$ cat config.mk
export PLATFORM = sky130hd
export DESIGN_NAME = line_follow_pid_drive_unit
export DESIGN_NICKNAME = d
export VERILOG_FILES = /design/src/hdl/lfpd_pkg.sv /design/src/hdl/line_follow_pid_drive_unit.sv
export SDC_FILE = /design/constraint.sdc
export NUM_CORES = 1
export LEC_CHECK = 0
export ABC_CLOCK_PERIOD_IN_PS = 20400
export BUFFER_PORTS_ARGS = -buffer_cell sky130_fd_sc_hd__buf_2
export CORE_UTILIZATION = 27
export CTS_BUF_LIST = sky130_fd_sc_hd__clkbuf_8
export DETAILED_ROUTE_END_ITERATION = 16
export PLACE_DENSITY = 0.46
export SLEW_MARGIN = 40
export SYNTH_ARGS = -nofsm -noshare
export SYNTH_HDL_FRONTEND = slang
export SYNTH_SLANG_ARGS = --single-unit
$ cat constraint.sdc
create_clock -name clk -period 20.4 [get_ports clk]
set_input_delay 2.04 -clock clk [delete_from_list [all_inputs] [get_ports clk]]
set_output_delay 2.04 -clock clk [all_outputs]
set_load 0.01 [all_outputs]
$ cat src/hdl/lfpd_pkg.sv
// Package for the line follower PID drive unit: field widths, register
// indexes, direction codes, reset values and the sensor pattern table.
// No dependencies.
package lfpd_pkg;

  localparam int PatternWidth = 5;
  localparam int DutyWidth    = 8;
  localparam int ErrorWidth   = 4;
  localparam int DirWidth     = 2;
  localparam int CorrWidth    = 25;
  localparam int CfgIdxWidth  = 3;
  localparam int CfgDataWidth = 8;

  localparam int IntegralBitsDefault = 16;

  localparam logic [CfgIdxWidth-1:0] RegGainP      = 3'd0;
  localparam logic [CfgIdxWidth-1:0] RegGainI      = 3'd1;
  localparam logic [CfgIdxWidth-1:0] RegGainD      = 3'd2;
  localparam logic [CfgIdxWidth-1:0] RegBaseSpeed  = 3'd3;
  localparam logic [CfgIdxWidth-1:0] RegSpeedLimit = 3'd4;

  localparam logic [DutyWidth-1:0] GainPReset      = 8'd8;
  localparam logic [DutyWidth-1:0] GainIReset      = 8'd0;
  localparam logic [DutyWidth-1:0] GainDReset      = 8'd8;
  localparam logic [DutyWidth-1:0] BaseSpeedReset  = 8'd120;
  localparam logic [DutyWidth-1:0] SpeedLimitReset = 8'd155;

  localparam logic [DirWidth-1:0] DirStraight = 2'd0;
  localparam logic [DirWidth-1:0] DirLeft     = 2'd1;
  localparam logic [DirWidth-1:0] DirRight    = 2'd2;

  localparam logic signed [CorrWidth-1:0] CorrMax = 25'sh0FFFFFF;
  localparam logic signed [CorrWidth-1:0] CorrMin = -25'sh1000000;

  localparam logic [PatternWidth-1:0] PatAllWhite = 5'h00;

  typedef struct packed {
    logic                         hit;
    logic signed [ErrorWidth-1:0] err;
  } pat_map_t;

  function automatic pat_map_t map_pattern(input logic [PatternWidth-1:0] pat);
    pat_map_t m;
    m.hit = 1'b1;
    m.err = '0;
    unique case (pat)
      5'h10:   m.err = 4'sd4;
      5'h18:   m.err = 4'sd3;
      5'h08:   m.err = 4'sd2;
      5'h0C:   m.err = 4'sd1;
      5'h04:   m.err = 4'sd0;
      5'h06:   m.err = -4'sd1;
      5'h02:   m.err = -4'sd2;
      5'h03:   m.err = -4'sd3;
      5'h01:   m.err = -4'sd4;
      default: m.hit = 1'b0;
    endcase
    return m;
  endfunction

endpackage

$ cat src/hdl/line_follow_pid_drive_unit.sv
// Line follower PID drive unit: input register, PID datapath, result register.
// Depends on lfpd_pkg.
// Path: an accepted beat waits in the input register and moves into the result
// register once that register is empty or its output is not stalled.
// Throughput: one beat per cycle while out_stall is not held; the single PID
// pass between the input and result registers sets this figure.
// Reset: synchronous, active high; clears held error, last error, integral,
// both valids, and loads the register defaults.
module line_follow_pid_drive_unit
  import lfpd_pkg::*;
#(
  parameter int INTEGRAL_BITS = IntegralBitsDefault
) (
  input  logic                           clk,
  input  logic                           rst,
  input  logic                           cfg_we,
  input  logic [CfgIdxWidth-1:0]         cfg_index,
  input  logic [CfgDataWidth-1:0]        cfg_data,
  input  logic                           in_valid,
  output logic                           in_stall,
  input  logic [PatternWidth-1:0]        sensor_pattern,
  output logic                           out_valid,
  input  logic                           out_stall,
  output logic [DutyWidth-1:0]           left_speed,
  output logic [DutyWidth-1:0]           right_speed,
  output logic [DirWidth-1:0]            direction,
  output logic                           line_lost,
  output logic signed [ErrorWidth-1:0]   position_error,
  output logic signed [CorrWidth-1:0]    correction
);

  localparam int IB     = INTEGRAL_BITS;
  localparam int ProdIW = IB + 9;
  localparam int PidW   = (IB + 11 > CorrWidth + 1) ? IB + 11 : CorrWidth + 1;
  localparam int SpdW   = CorrWidth + 2;

  logic [DutyWidth-1:0] gain_p, gain_i, gain_d, base_speed, speed_limit;

  logic                         held_valid;
  logic [PatternWidth-1:0]      held_pattern;
  logic signed [ErrorWidth-1:0] held_error, held_error_next;
  logic signed [ErrorWidth-1:0] last_error;
  logic signed [IB-1:0]         integral_sum, integral_sum_next;

  logic advance, accept;
  pat_map_t pm;

  logic signed [IB:0]         integ_raw;
  logic signed [12:0]         prod_p;
  logic signed [ProdIW-1:0]   prod_i;
  logic signed [ErrorWidth:0] err_diff;
  logic signed [13:0]         prod_d;
  logic signed [PidW-1:0]     pid_full;
  logic signed [CorrWidth-1:0] pid_sat;
  logic signed [SpdW-1:0]     base_ext, lim_ext, left_raw, right_raw;
  logic [DutyWidth-1:0]       left_next, right_next;
  logic [DirWidth-1:0]        dir_next;

  assign advance  = held_valid && (!out_valid || !out_stall);
  assign in_stall = held_valid && !advance;
  assign accept   = in_valid && !in_stall;

  always_ff @(posedge clk) begin
    if (rst) begin
      gain_p      <= GainPReset;
      gain_i      <= GainIReset;
      gain_d      <= GainDReset;
      base_speed  <= BaseSpeedReset;
      speed_limit <= SpeedLimitReset;
    end else if (cfg_we) begin
      unique case (cfg_index)
        RegGainP:      gain_p      <= cfg_data;
        RegGainI:      gain_i      <= cfg_data;
        RegGainD:      gain_d      <= cfg_data;
        RegBaseSpeed:  base_speed  <= cfg_data;
        RegSpeedLimit: speed_limit <= cfg_data;
        default: ;
      endcase
    end
  end

  always_comb begin
    pm              = map_pattern(held_pattern);
    held_error_next = pm.hit ? pm.err : held_error;

    integ_raw = (IB+1)'(integral_sum) + (IB+1)'(held_error_next);
    if (integ_raw[IB] != integ_raw[IB-1]) begin
      integral_sum_next = integ_raw[IB] ? {1'b1, {(IB-1){1'b0}}} : {1'b0, {(IB-1){1'b1}}};
    end else begin
      integral_sum_next = integ_raw[IB-1:0];
    end

    err_diff = (ErrorWidth+1)'(held_error_next) - (ErrorWidth+1)'(last_error);
    prod_p   = $signed({1'b0, gain_p}) * held_error_next;
    prod_i   = $signed({1'b0, gain_i}) * integral_sum_next;
    prod_d   = $signed({1'b0, gain_d}) * err_diff;
    pid_full = PidW'(prod_p) + PidW'(prod_i) + PidW'(prod_d);

    priority if (pid_full > PidW'(CorrMax)) begin
      pid_sat = CorrMax;
    end else if (pid_full < PidW'(CorrMin)) begin
      pid_sat = CorrMin;
    end else begin
      pid_sat = pid_full[CorrWidth-1:0];
    end

    base_ext  = $signed({{(SpdW-DutyWidth){1'b0}}, base_speed});
    lim_ext   = $signed({{(SpdW-DutyWidth){1'b0}}, speed_limit});
    left_raw  = base_ext - SpdW'(pid_sat);
    right_raw = base_ext + SpdW'(pid_sat);

    priority if (left_raw < 0) begin
      left_next = '0;
    end else if (left_raw > lim_ext) begin
      left_next = speed_limit;
    end else begin
      left_next = left_raw[DutyWidth-1:0];
    end

    priority if (right_raw < 0) begin
      right_next = '0;
    end else if (right_raw > lim_ext) begin
      right_next = speed_limit;
    end else begin
      right_next = right_raw[DutyWidth-1:0];
    end

    priority if (held_error_next == 0) begin
      dir_next = DirStraight;
    end else if (held_error_next < 0) begin
      dir_next = DirLeft;
    end else begin
      dir_next = DirRight;
    end
  end

  always_ff @(posedge clk) begin
    if (rst) begin
      held_valid   <= 1'b0;
      out_valid    <= 1'b0;
      held_error   <= '0;
      last_error   <= '0;
      integral_sum <= '0;
    end else begin
      if (accept) begin
        held_valid <= 1'b1;
      end else if (advance) begin
        held_valid <= 1'b0;
      end
      if (advance) begin
        out_valid    <= 1'b1;
        held_error   <= held_error_next;
        last_error   <= held_error_next;
        integral_sum <= integral_sum_next;
      end else if (!out_stall) begin
        out_valid <= 1'b0;
      end
    end
  end

  always_ff @(posedge clk) begin
    if (accept) begin
      held_pattern <= sensor_pattern;
    end
    if (advance) begin
      left_speed     <= left_next;
      right_speed    <= right_next;
      direction      <= dir_next;
      line_lost      <= (held_pattern == PatAllWhite);
      position_error <= held_error_next;
      correction     <= pid_sat;
    end
  end

endmodule
==> impl_metrics.ini, run 1 <==
[run_status]
status = finished clean

[place]
place_hpwl_um = 36600
gp_congestion = 0.906
io_buffers = 70
pre_cts_ws_ns = 3.46

[clock_tree]
cts_hold_buf = 0
cts_made_buffers = 17
cts_max_level = 4
clock_path_buffers = 2
cts.clk_slew.worst_paths_ns = 0.08
cts_setup_buffers = 0
cts_resized = 0
cts_root_buf = clkbuf_8
clkSinkCount = 115
tritoncts = built
clk_latency_ns = 0.48

[power_and_ir_drop]
vdd_ir_drop_max_mv = 0.115
power_density_nw_per_um2 = 152
power_leakage_nw = 8.20

[synth]
syn-num-nets = 2311
yosys.area.top_type = fa_1
synth.top_cell.area_share_pct = 24.8
postSynthAreaPerCell_um2 = 8.44
yosys-top-cells-area = fa_1, ha_1, edfxtp_1
netlist_area_um2 = 16400
synth_ff_type = dfxtp_1
yosysSeqAreaShare_pct = 17.3
ys_async_sr_fraction_pct = 0
synth_edf_count = 53
ys_ff_latch = 115
synthDistinctLibCells = 90
synth_cells = 1942
yosys_warnings = 0

[routing]
wl_met1_um = 20900
drt_first_pass_iters = 5
post_drt_via_cell_ratio = 4.81
routedWlPerCell_um = 16.6
top_layer = met4
met3WireLength_um = 1570
wirelength_um = 45800
drc_errors = 0
wl_met2_um = 22600
drtIter0Drc = 868
ant_nets = 0
vias = 13300

[critical_path]
cp.arrival_ns = 16.66
path_buf_inv = 6
critPathMaxFanout = 26
crit_path_start_kind = flip-flop
cp_slowest_cell = o21ai_1
slowest_delay_ns = 0.60
critPathRequiredTime_ns = 20.62
path_class = reg -> reg
endpoint_kind = flip-flop
reg2reg_setup_slack_ns = 3.96
timing.critical_path.mode_cell = a21oi_1
crit_family = compound AO/OA/AOI/OAI gates

[timing]
fin_skew_ns = 0.0264
worst-slew-pin-transition_ns = 0.844
finalCritPeriodShare_pct = 80.6
layout_setup_ws_ns = 3.96
setup_viol = 0
tns_ns = 0
maxSlewViolCount = 0
max_freq_ghz = 0.0608
slew_headroom_pct = 43.3
rsz0062_at_grt = false
finalHoldViolations = 0
fin_crit_ns = 16.44

[floorplanning]
fp.dieH_um = 248
die_w_um = 248
dieArea_um2 = 61700
core_um2 = 59500
start_util_pct = 27.6
ioPinCount = 71
num_rows = 89

[global_route]
grt_pass1_vias = 13900
grt_max_degree = 73
gr-total-overflow = 0
grt_usage_pct = 15.7
antenna_found_initial = 1
grt_pass1_wl_um = 75700

[worst_hold_path]
hold_class = reg -> reg

[final_layout]
drive_gt1_share_pct = 8.66
fin_nets = 2342
syn_to_final_growth_pct = 9.72

[run]
maxCapViolCount = 0
## through the flow
step                cells  power (W)  area, um2  hold WS (ns)  utilization [%]
floorplan            1942    0.00190      16400         0.450                -
global placement     2725    0.00244      17500         0.463             29.4
detailed placement   2726    0.00246      17500         0.479             29.4
CTS                  2758    0.00274      18000         0.498             30.2
global route         2760    0.00303      18000         0.522             30.2
finish               2760    0.00274      18000         0.493             30.2
## worst min-delay path, cell delays in order, from the launching register on
cell and delay, ns:
dfxtp_1 0.34, a21oi_1 0.05, nor2_1 0.07
## cell type report
class,count,area [um2]
sequential,115,2830
inverter,284,1070
antenna,1,2.50
timing repair buffer,88,487
clock buffer,17,234
multi-input combinational,1467,12200
fill,6425,41500
tap,773,967
clock inverter,15,216
## where the power goes
group / internal (W) / switching, W / total, W
Sequential: 0.000300 / 0.0000157 / 0.000316
Combinational: 0.000753 / 0.00141 / 0.00216
Clock: 0.000137 / 0.000122 / 0.000259
## cells in the final DEF, fill, tap and decap left out, types with 43 or more instances in the layout
master,instances
a21oi_1,147
and2_1,44
buf_2,71
dfxtp_1,61
edfxtp_1,53
fa_1,203
ha_1,145
inv_1,282
nand2_1,278
nor2_1,122
nor2b_1,43
o21ai_0,81
## cells in the mapped netlist, drive strengths merged (12+ instances only)
cell	n
nand3	24
fa	203
and2	47
nand4	18
dfxtp	62
o21a	15
nor2b	43
a21o	15
xor2	20
nand3b	13
ha	145
edfxtp	53
a21oi	150
mux2i	20
o21ai	95
nand2	278
inv	283
a211oi	13
nor3	25
nand2b	33
xnor2	33
clkbuf	71
and3	12
nor2	123
or2	15
## metal layers
layer	GRT usage, %	vias up
met5	0	-
met4	3.71	0
met1	20.5	6544
met3	1.99	38
met2	27.3	245
li1	-	6461
## state kept, by name, summed over array words and instances (netlist names)
register and flops:
correction 25, integral_sum 16, base_speed 8, gain_d 8
gain_i 8, gain_p 8, left_speed 8, right_speed 8
speed_limit 8, held_pattern 5, last_error 4, position_error 4
direction 2, held_valid 1, line_lost 1, out_valid 1
## cells by family after synthesis
| family | count (synthesis) | share of synthesized area (%) |
|---|---|---|
| AOI/OAI and AO/OA | 383 | 14.6 |
| and+or+nand+nor | 662 | 19.4 |
| DFF | 115 | 17.3 |
| muxes | 21 | 1.29 |
| buffers and inverters | 360 | 8.74 |
| adders and majority gates | 348 | 35.9 |
| xor gates and xnor gates | 53 | 2.83 |
## path summary, 6_finish.rpt
| kind | from | to | depth (start not counted) |
|---|---|---|---|
| worst max register to register | held_pattern[0]$_DFFE_PP_ | right_speed[7]$_SDFFCE_PN0P_ | 58 |
| worst min-delay path | held_valid$_SDFFE_PP0P_ | out_valid$_SDFFE_PP0P_ | 2 |
| worst max-delay path | held_pattern[0]$_DFFE_PP_ | right_speed[7]$_SDFFCE_PN0P_ | 58 |
| worst min register to register | held_valid$_SDFFE_PP0P_ | out_valid$_SDFFE_PP0P_ | 2 |
Power figures use the tool's default switching activity.
==> inputs of run 2 (changes only) <==
--- a/config.mk
+++ b/config.mk
@@ -5,12 +5,13 @@
 export SDC_FILE = /design/constraint.sdc
 export NUM_CORES = 1
 export LEC_CHECK = 0
-export ABC_CLOCK_PERIOD_IN_PS = 20400
+export ABC_AREA = 1
+export ABC_CLOCK_PERIOD_IN_PS = 13900
 export BUFFER_PORTS_ARGS = -buffer_cell sky130_fd_sc_hd__buf_2
 export CORE_UTILIZATION = 27
 export CTS_BUF_LIST = sky130_fd_sc_hd__clkbuf_8
 export DETAILED_ROUTE_END_ITERATION = 16
-export PLACE_DENSITY = 0.46
+export PLACE_DENSITY = 0.48
 export SLEW_MARGIN = 40
 export SYNTH_ARGS = -nofsm -noshare
 export SYNTH_HDL_FRONTEND = slang
==> constraint.sdc (replaced) <==
create_clock -name clk -period 13.9 [get_ports clk]
set_input_delay 1.39 -clock clk [delete_from_list [all_inputs] [get_ports clk]]
set_output_delay 1.39 -clock clk [all_outputs]
set_load 0.01 [all_outputs]
==> run 2 against run 1 <==
Against the previous run:
- register-to-register slack got worse by 3.1 ns
- routed wire length fell by 5.1%
- first-iteration DRC count fell by 28%
- final cell count rose by 6.3%
- via count fell by 0.91%
- design area rose by 0.65%
- synthesized cell count rose by 6.0%
- global-route usage fell by 0.50 points
- clock skew fell by 0.0044 ns
- clock-buffer cell count rose by 2
- highest routed layer unchanged
==> impl_metrics.ini, run 2 <==
[timing]
fin_crit_ns = 13.02
fin_skew_ns = 0.0220
finalCritPeriodShare_pct = 93.6
worst-slew-pin-transition_ns = 0.812
max_freq_ghz = 0.0768
tns_ns = 0
maxSlewViolCount = 0
setup_viol = 0
slew_headroom_pct = 45.9
finalHoldViolations = 0

[final_layout]
final_cell_mix = inv_1, nand2_1, nor2_1
largest-register = correction
fin_nets = 2524
syn_to_final_growth_pct = 14.4
fill_cells = 6221
reg_top3 = correction: 25 flops, integral_sum: 16 flops
design_area_um2 = 18100
drive_gt1_share_pct = 13.6
largest_reg_flops = 25
final_common_cell = inv_1

[floorplanning]
core_um2 = 57800
num_rows = 88
die_w_um = 244
fp.dieH_um = 244
start_util_pct = 27.4
ioPinCount = 71
dieArea_um2 = 59600

[global_route]
grt_pass1_vias = 13500
grt_usage_pct = 15.2
grt_pass1_wl_um = 71700
antenna_found_initial = 1
gr-total-overflow = 0
grt_max_degree = 89

[clock_tree]
tritoncts = built
cts.clk_slew.worst_paths_ns = 0.08
cts_max_level = 4
clock_path_buffers = 2
cts_hold_buf = 0
clkSinkCount = 115
clk_latency_ns = 0.49
cts_root_buf = clkbuf_8
cts_made_buffers = 17

[critical_path]
endpoint_kind = flip-flop
path_class = reg -> reg
crit_path_start_kind = flip-flop
rr_worst_depth = 81
slowest_delay_ns = 0.55
reg2reg_to = left_speed[0]$_SDFFCE_PN0P_
critPathRequiredTime_ns = 14.14
r2r_start = held_pattern[3]$_DFFE_PP_
cp_slowest_cell = fa_1
cp.arrival_ns = 13.25
critPathMaxFanout = 6
timing.critical_path.mode_cell = nand2_1
reg2reg_setup_slack_ns = 0.88

[routing]
drt_first_pass_iters = 7
drc_errors = 0
wirelength_um = 43400
routedWlPerCell_um = 14.8
post_drt_via_cell_ratio = 4.49
ant_nets = 0
drtIter0Drc = 623
vias = 13200

[place]
place_hpwl_um = 35800
placed_area_um2 = 17100
io_buffers = 70
gp_congestion = 0.888

[worst_hold_path]
hold_start = out_valid$_SDFFE_PP0P_
hold_path_depth = 2
hold_class = reg -> reg
min_to = out_valid$_SDFFE_PP0P_

[synth]
synthDistinctLibCells = 50
yosys.area.top_type = fa_1
yosys_warnings = 0
synth_cells = 2058
synth_simple_gate_area_share_pct = 22.6
postSynthAreaPerCell_um2 = 7.69
synth_xor_xnor_area_share_pct = 2.71
synth_edf_count = 53
synth_ff_type = dfxtp_1
netlist_area_um2 = 15800
synth_most_common_cell = inv_1
synthTopCellsByCount = inv_1, nand2_1, nor2_1
yosys-top-cells-area = fa_1, ha_1, inv_1
ys_ff_latch = 115
synth_top_family_by_area = adder cells
synth.area.mux_share_pct = 0
ys_async_sr_fraction_pct = 0
syn-num-nets = 2427
synth_compound_area_share_pct = 7.61
synth.top_cell.area_share_pct = 25.7
synth_fa_ha_area_share_pct = 37.1
yosysSeqAreaShare_pct = 17.9

[run]
maxCapViolCount = 0

[run_status]
status = finished clean
==> run 2: changes by cell type in the layout (fill, tap and decap cells not counted), moves of 18 or more <==
| cell | change |
|---|---|
| a21oi_1 | -61 |
| and2_1 | -42 |
| buf_4 | +22 |
| inv_1 | +157 |
| mux2i_1 | -18 |
| nand2_1 | +138 |
| nand2_2 | +34 |
| nand2b_1 | -33 |
| nand3_1 | +32 |
| nor2_1 | +100 |
| nor2b_1 | -43 |
==> run 2: layer usage <==
| metal | share of wire (%) | GRT usage, % |
|---|---|---|
| met1 | 47 | 20.4 |
| met2 | 49 | 26.0 |
| met3 | 2.4 | 1.23 |
| met4 | 1.6 | 4.12 |
| met5 | 0 | 0 |
==> run 2: how the worst max path moves through the flow <==
stage / startpoint / to / slack, ns
floorplan: held_pattern[3]$_DFFE_PP_ / left_speed[4]$_SDFFCE_PN0P_ / 0.78
global placement: held_pattern[3]$_DFFE_PP_ / left_speed[6]$_SDFFCE_PN0P_ / 0.12
detailed placement: held_pattern[3]$_DFFE_PP_ / left_speed[6]$_SDFFCE_PN0P_ / -0.22
CTS: held_pattern[3]$_DFFE_PP_ / left_speed[6]$_SDFFCE_PN0P_ / 0.02
global route: held_pattern[3]$_DFFE_PP_ / right_speed[3]$_SDFFCE_PN0P_ / -0.12
finish: held_pattern[3]$_DFFE_PP_ / left_speed[0]$_SDFFCE_PN0P_ / 0.88
==> run 2: final cells by class <==
class                           instances  area [um2]  share of cell area, %
Timing Repair inverter                  1        7.51                 0.0415
Multi-Input combinational cell       1448       11500                   63.3
Clock inverter                         13         181                   1.00
Tap cell                              765         957                   5.29
Sequential cell                       115        2830                   15.7
Timing Repair Buffer                  110         658                   3.64
Clock buffer                           19         262                   1.44
Inverter                              462        1740                   9.62
Antenna cell                            1        2.50                 0.0138
==> run 2: logic make-up after synthesis <==
family                     count (synthesis)
xor gates and xnor gates                  49
buffers and inverters                    496
adders and majority gates                348
DFF                                      115
AOI/OAI and AO/OA                        222
and+or+nand+nor                          828
==> run 2: worst max-delay path: cells and delay by family, from the launching register on <==
kind	cells	cell delay (ns)
fa+ha+maj	11	4.60
xor+xnor	2	0.41
compound gates	17	2.47
buf+inv	18	1.54
simple gates	33	3.33
flops	1	0.42
==> run 2: through the flow <==
stage	utilization, %	hold WS (ns)	cells	worst slack [ns]
5_1_grt	31.3	0.553	2934	-0.121
3_3_place_gp	29.6	0.486	2880	0.122
6_report	31.3	0.515	2934	0.883
3_5_place_dp	29.6	0.498	2880	-0.215
4_1_cts	30.5	0.508	2913	0.0210
2_1_floorplan	-	0.450	2058	0.783
==> run 2: what timing repair did <==
item	CTS	global route
pin swaps	0	21
setup endpoints to repair	16	16
resized for setup	8	92
gates cloned	0	2
buffers inserted	1	18
Power of run 2 is left out: the tool's default activity adds up to more than one toggle a clock period on the data nets, which glitch-free logic cannot reach.
==> inputs of run 3 (changes only) <==
--- a/config.mk
+++ b/config.mk
@@ -5,13 +5,12 @@
 export SDC_FILE = /design/constraint.sdc
 export NUM_CORES = 1
 export LEC_CHECK = 0
-export ABC_AREA = 1
-export ABC_CLOCK_PERIOD_IN_PS = 13900
+export ABC_CLOCK_PERIOD_IN_PS = 13850
 export BUFFER_PORTS_ARGS = -buffer_cell sky130_fd_sc_hd__buf_2
 export CORE_UTILIZATION = 27
 export CTS_BUF_LIST = sky130_fd_sc_hd__clkbuf_8
 export DETAILED_ROUTE_END_ITERATION = 16
-export PLACE_DENSITY = 0.48
+export PLACE_DENSITY = 0.46
 export SLEW_MARGIN = 40
 export SYNTH_ARGS = -nofsm -noshare
 export SYNTH_HDL_FRONTEND = slang
==> constraint.sdc (replaced) <==
create_clock -name clk -period 13.85 [get_ports clk]
set_input_delay 1.385 -clock clk [delete_from_list [all_inputs] [get_ports clk]]
set_output_delay 1.385 -clock clk [all_outputs]
set_load 0.01 [all_outputs]
==> run 3 against run 2 <==
Against the previous run:
- sequential cell count did not move
- clock-buffer cell count down 1
- die area increased by 3.5%
==> impl_metrics.ini, run 3 (synthesis results as in run 1) <==
[run_status]
status = finished clean

[final_layout]
reg_top3 = correction: 25 flops, integral_sum: 16 flops
fill_cells = 6306
fin_nets = 2494
final_common_cell = inv_1
largest-register = correction
finish.utilization_pct = 33.3
seqCellArea_um2 = 2830
final_cell_mix = inv_1, nand2_1, fa_1
syn_to_final_growth_pct = 21.0
drive_gt1_share_pct = 19.6
multiInputGateArea_um2 = 12800
layout.cells.non_filler = 2912
largest_reg_flops = 25

[routing]
routedWlPerCell_um = 16.5
drc_errors = 0
drt_first_pass_iters = 5
ant_nets = 0
post_drt_via_cell_ratio = 4.81
wirelength_um = 47900
wl_met1_um = 22300
top_layer = met4
met3WireLength_um = 1310
vias = 14000
drtIter0Drc = 619
wl_met2_um = 23700

[floorplanning]
dieArea_um2 = 61700
start_util_pct = 27.6
die_w_um = 248
fp.dieH_um = 248
num_rows = 89
ioPinCount = 71
core_um2 = 59500

[timing]
finalHoldViolations = 0
tns_ns = 0
finalCritPeriodShare_pct = 96.0
fin_skew_ns = 0.0212
fin_crit_ns = 13.29
max_freq_ghz = 0.0752
slew_headroom_pct = 42.1
setup_viol = 0
maxSlewViolCount = 0
worst-slew-pin-transition_ns = 0.844

[clock_tree]
cts_made_buffers = 17
cts_max_level = 4
clkSinkCount = 115
tritoncts = built
cts_root_buf = clkbuf_8
cts_hold_buf = 0
cts.clk_slew.worst_paths_ns = 0.08
clk_latency_ns = 0.50
clock_path_buffers = 2

[power_and_ir_drop]
power_leakage_nw = 9.03
power_density_nw_per_um2 = 257
power_w = 0.00509
vdd_ir_drop_max_mv = 0.161

[critical_path]
cp.arrival_ns = 13.63
critPathRequiredTime_ns = 14.18
endpoint_kind = flip-flop
path_class = reg -> reg
critPathMaxFanout = 12
slowest_delay_ns = 0.58
crit_path_start_kind = flip-flop
reg2reg_setup_slack_ns = 0.56
cp_slowest_cell = fa_1

[global_route]
grt_pass1_wl_um = 78500
grt_max_degree = 63
gr-total-overflow = 0
grt_pass1_vias = 14600
antenna_found_initial = 1
grt_usage_pct = 16.2

[worst_hold_path]
hold_class = reg -> reg

[place]
io_buffers = 70
place_hpwl_um = 38500
gp_congestion = 0.881
dp.cells = 2845

[run]
maxCapViolCount = 0
[run 3: changes by cell type in the layout (fill, tap and decap cells not counted), moves of 32 or more]
cell      delta
nand2b_1    +32
and2_1      +42
nor2b_1     +42
buf_4      +111
nor2_1     -106
a21oi_1     +46
nand2_1    -146
inv_1      -159
nand3_1     -32
[run 3: layout make-up]
type | instances | share of cell area [%]
tap | 773 | 4.88
antenna | 1 | 0.0126
inverter | 284 | 5.40
clock buffer | 18 | 1.25
clock inverter | 14 | 0.764
multi-input combinational | 1467 | 64.7
timing repair buffer | 240 | 8.67
sequential | 115 | 14.3
[run 3: worst max-delay path: cells and delay by family (launching register included)]
kind / cells / cell delay, ns
muxes: 1 / 0.20
adders and majority gates: 10 / 4.14
AOI/OAI and AO/OA: 21 / 4.07
buffers and inverters: 18 / 2.47
DFF: 1 / 0.52
and+or+nand+nor: 10 / 1.60
xor gates and xnor gates: 1 / 0.11
[run 3: report_power, final]
group | switching [W] | total, W | internal, W
logic | 0.00240 | 0.00430 | 0.00189
registers | 0.0000224 | 0.000464 | 0.000442
clock network | 0.000167 | 0.000333 | 0.000166
total | 0.00259 | 0.00509 | 0.00250
[run 3: final timing paths]
check / from / end / depth (start not counted)
max: held_pattern[2]$_DFFE_PP_ / left_speed[2]$_SDFFCE_PN0P_ / 61
max reg2reg: held_pattern[2]$_DFFE_PP_ / left_speed[2]$_SDFFCE_PN0P_ / 61
min: base_speed[2]$_SDFFE_PP0P_ / base_speed[2]$_SDFFE_PP0P_ / 2
min reg2reg: base_speed[2]$_SDFFE_PP0P_ / base_speed[2]$_SDFFE_PP0P_ / 2
[run 3: repair_timing]
item,in CTS,in global routing
pin swaps,1,61
endpoints found under the setup margin,16,16
gates cloned,0,2
hold endpoints to repair,0,0
setup buffers,1,30
resized for setup,12,131
[run 3: stage by stage]
step	setup slack (ns)	cell area [um2]	hold slack, ns
global placement	-0.0417	18500	0.460
finish	0.556	19800	0.497
CTS	0.00364	18900	0.497
detailed placement	-0.221	18500	0.485
floorplan	0.0490	16500	0.450
global route	-0.134	19800	0.530
[run 3: metal layers]
| metal | vias to the layer above | GRT usage (%) |
|---|---|---|
| met4 | 0 | 3.57 |
| met1 | 6981 | 21.3 |
| met5 | - | 0 |
| met2 | 217 | 28.2 |
| li1 | 6764 | - |
| met3 | 46 | 1.96 |
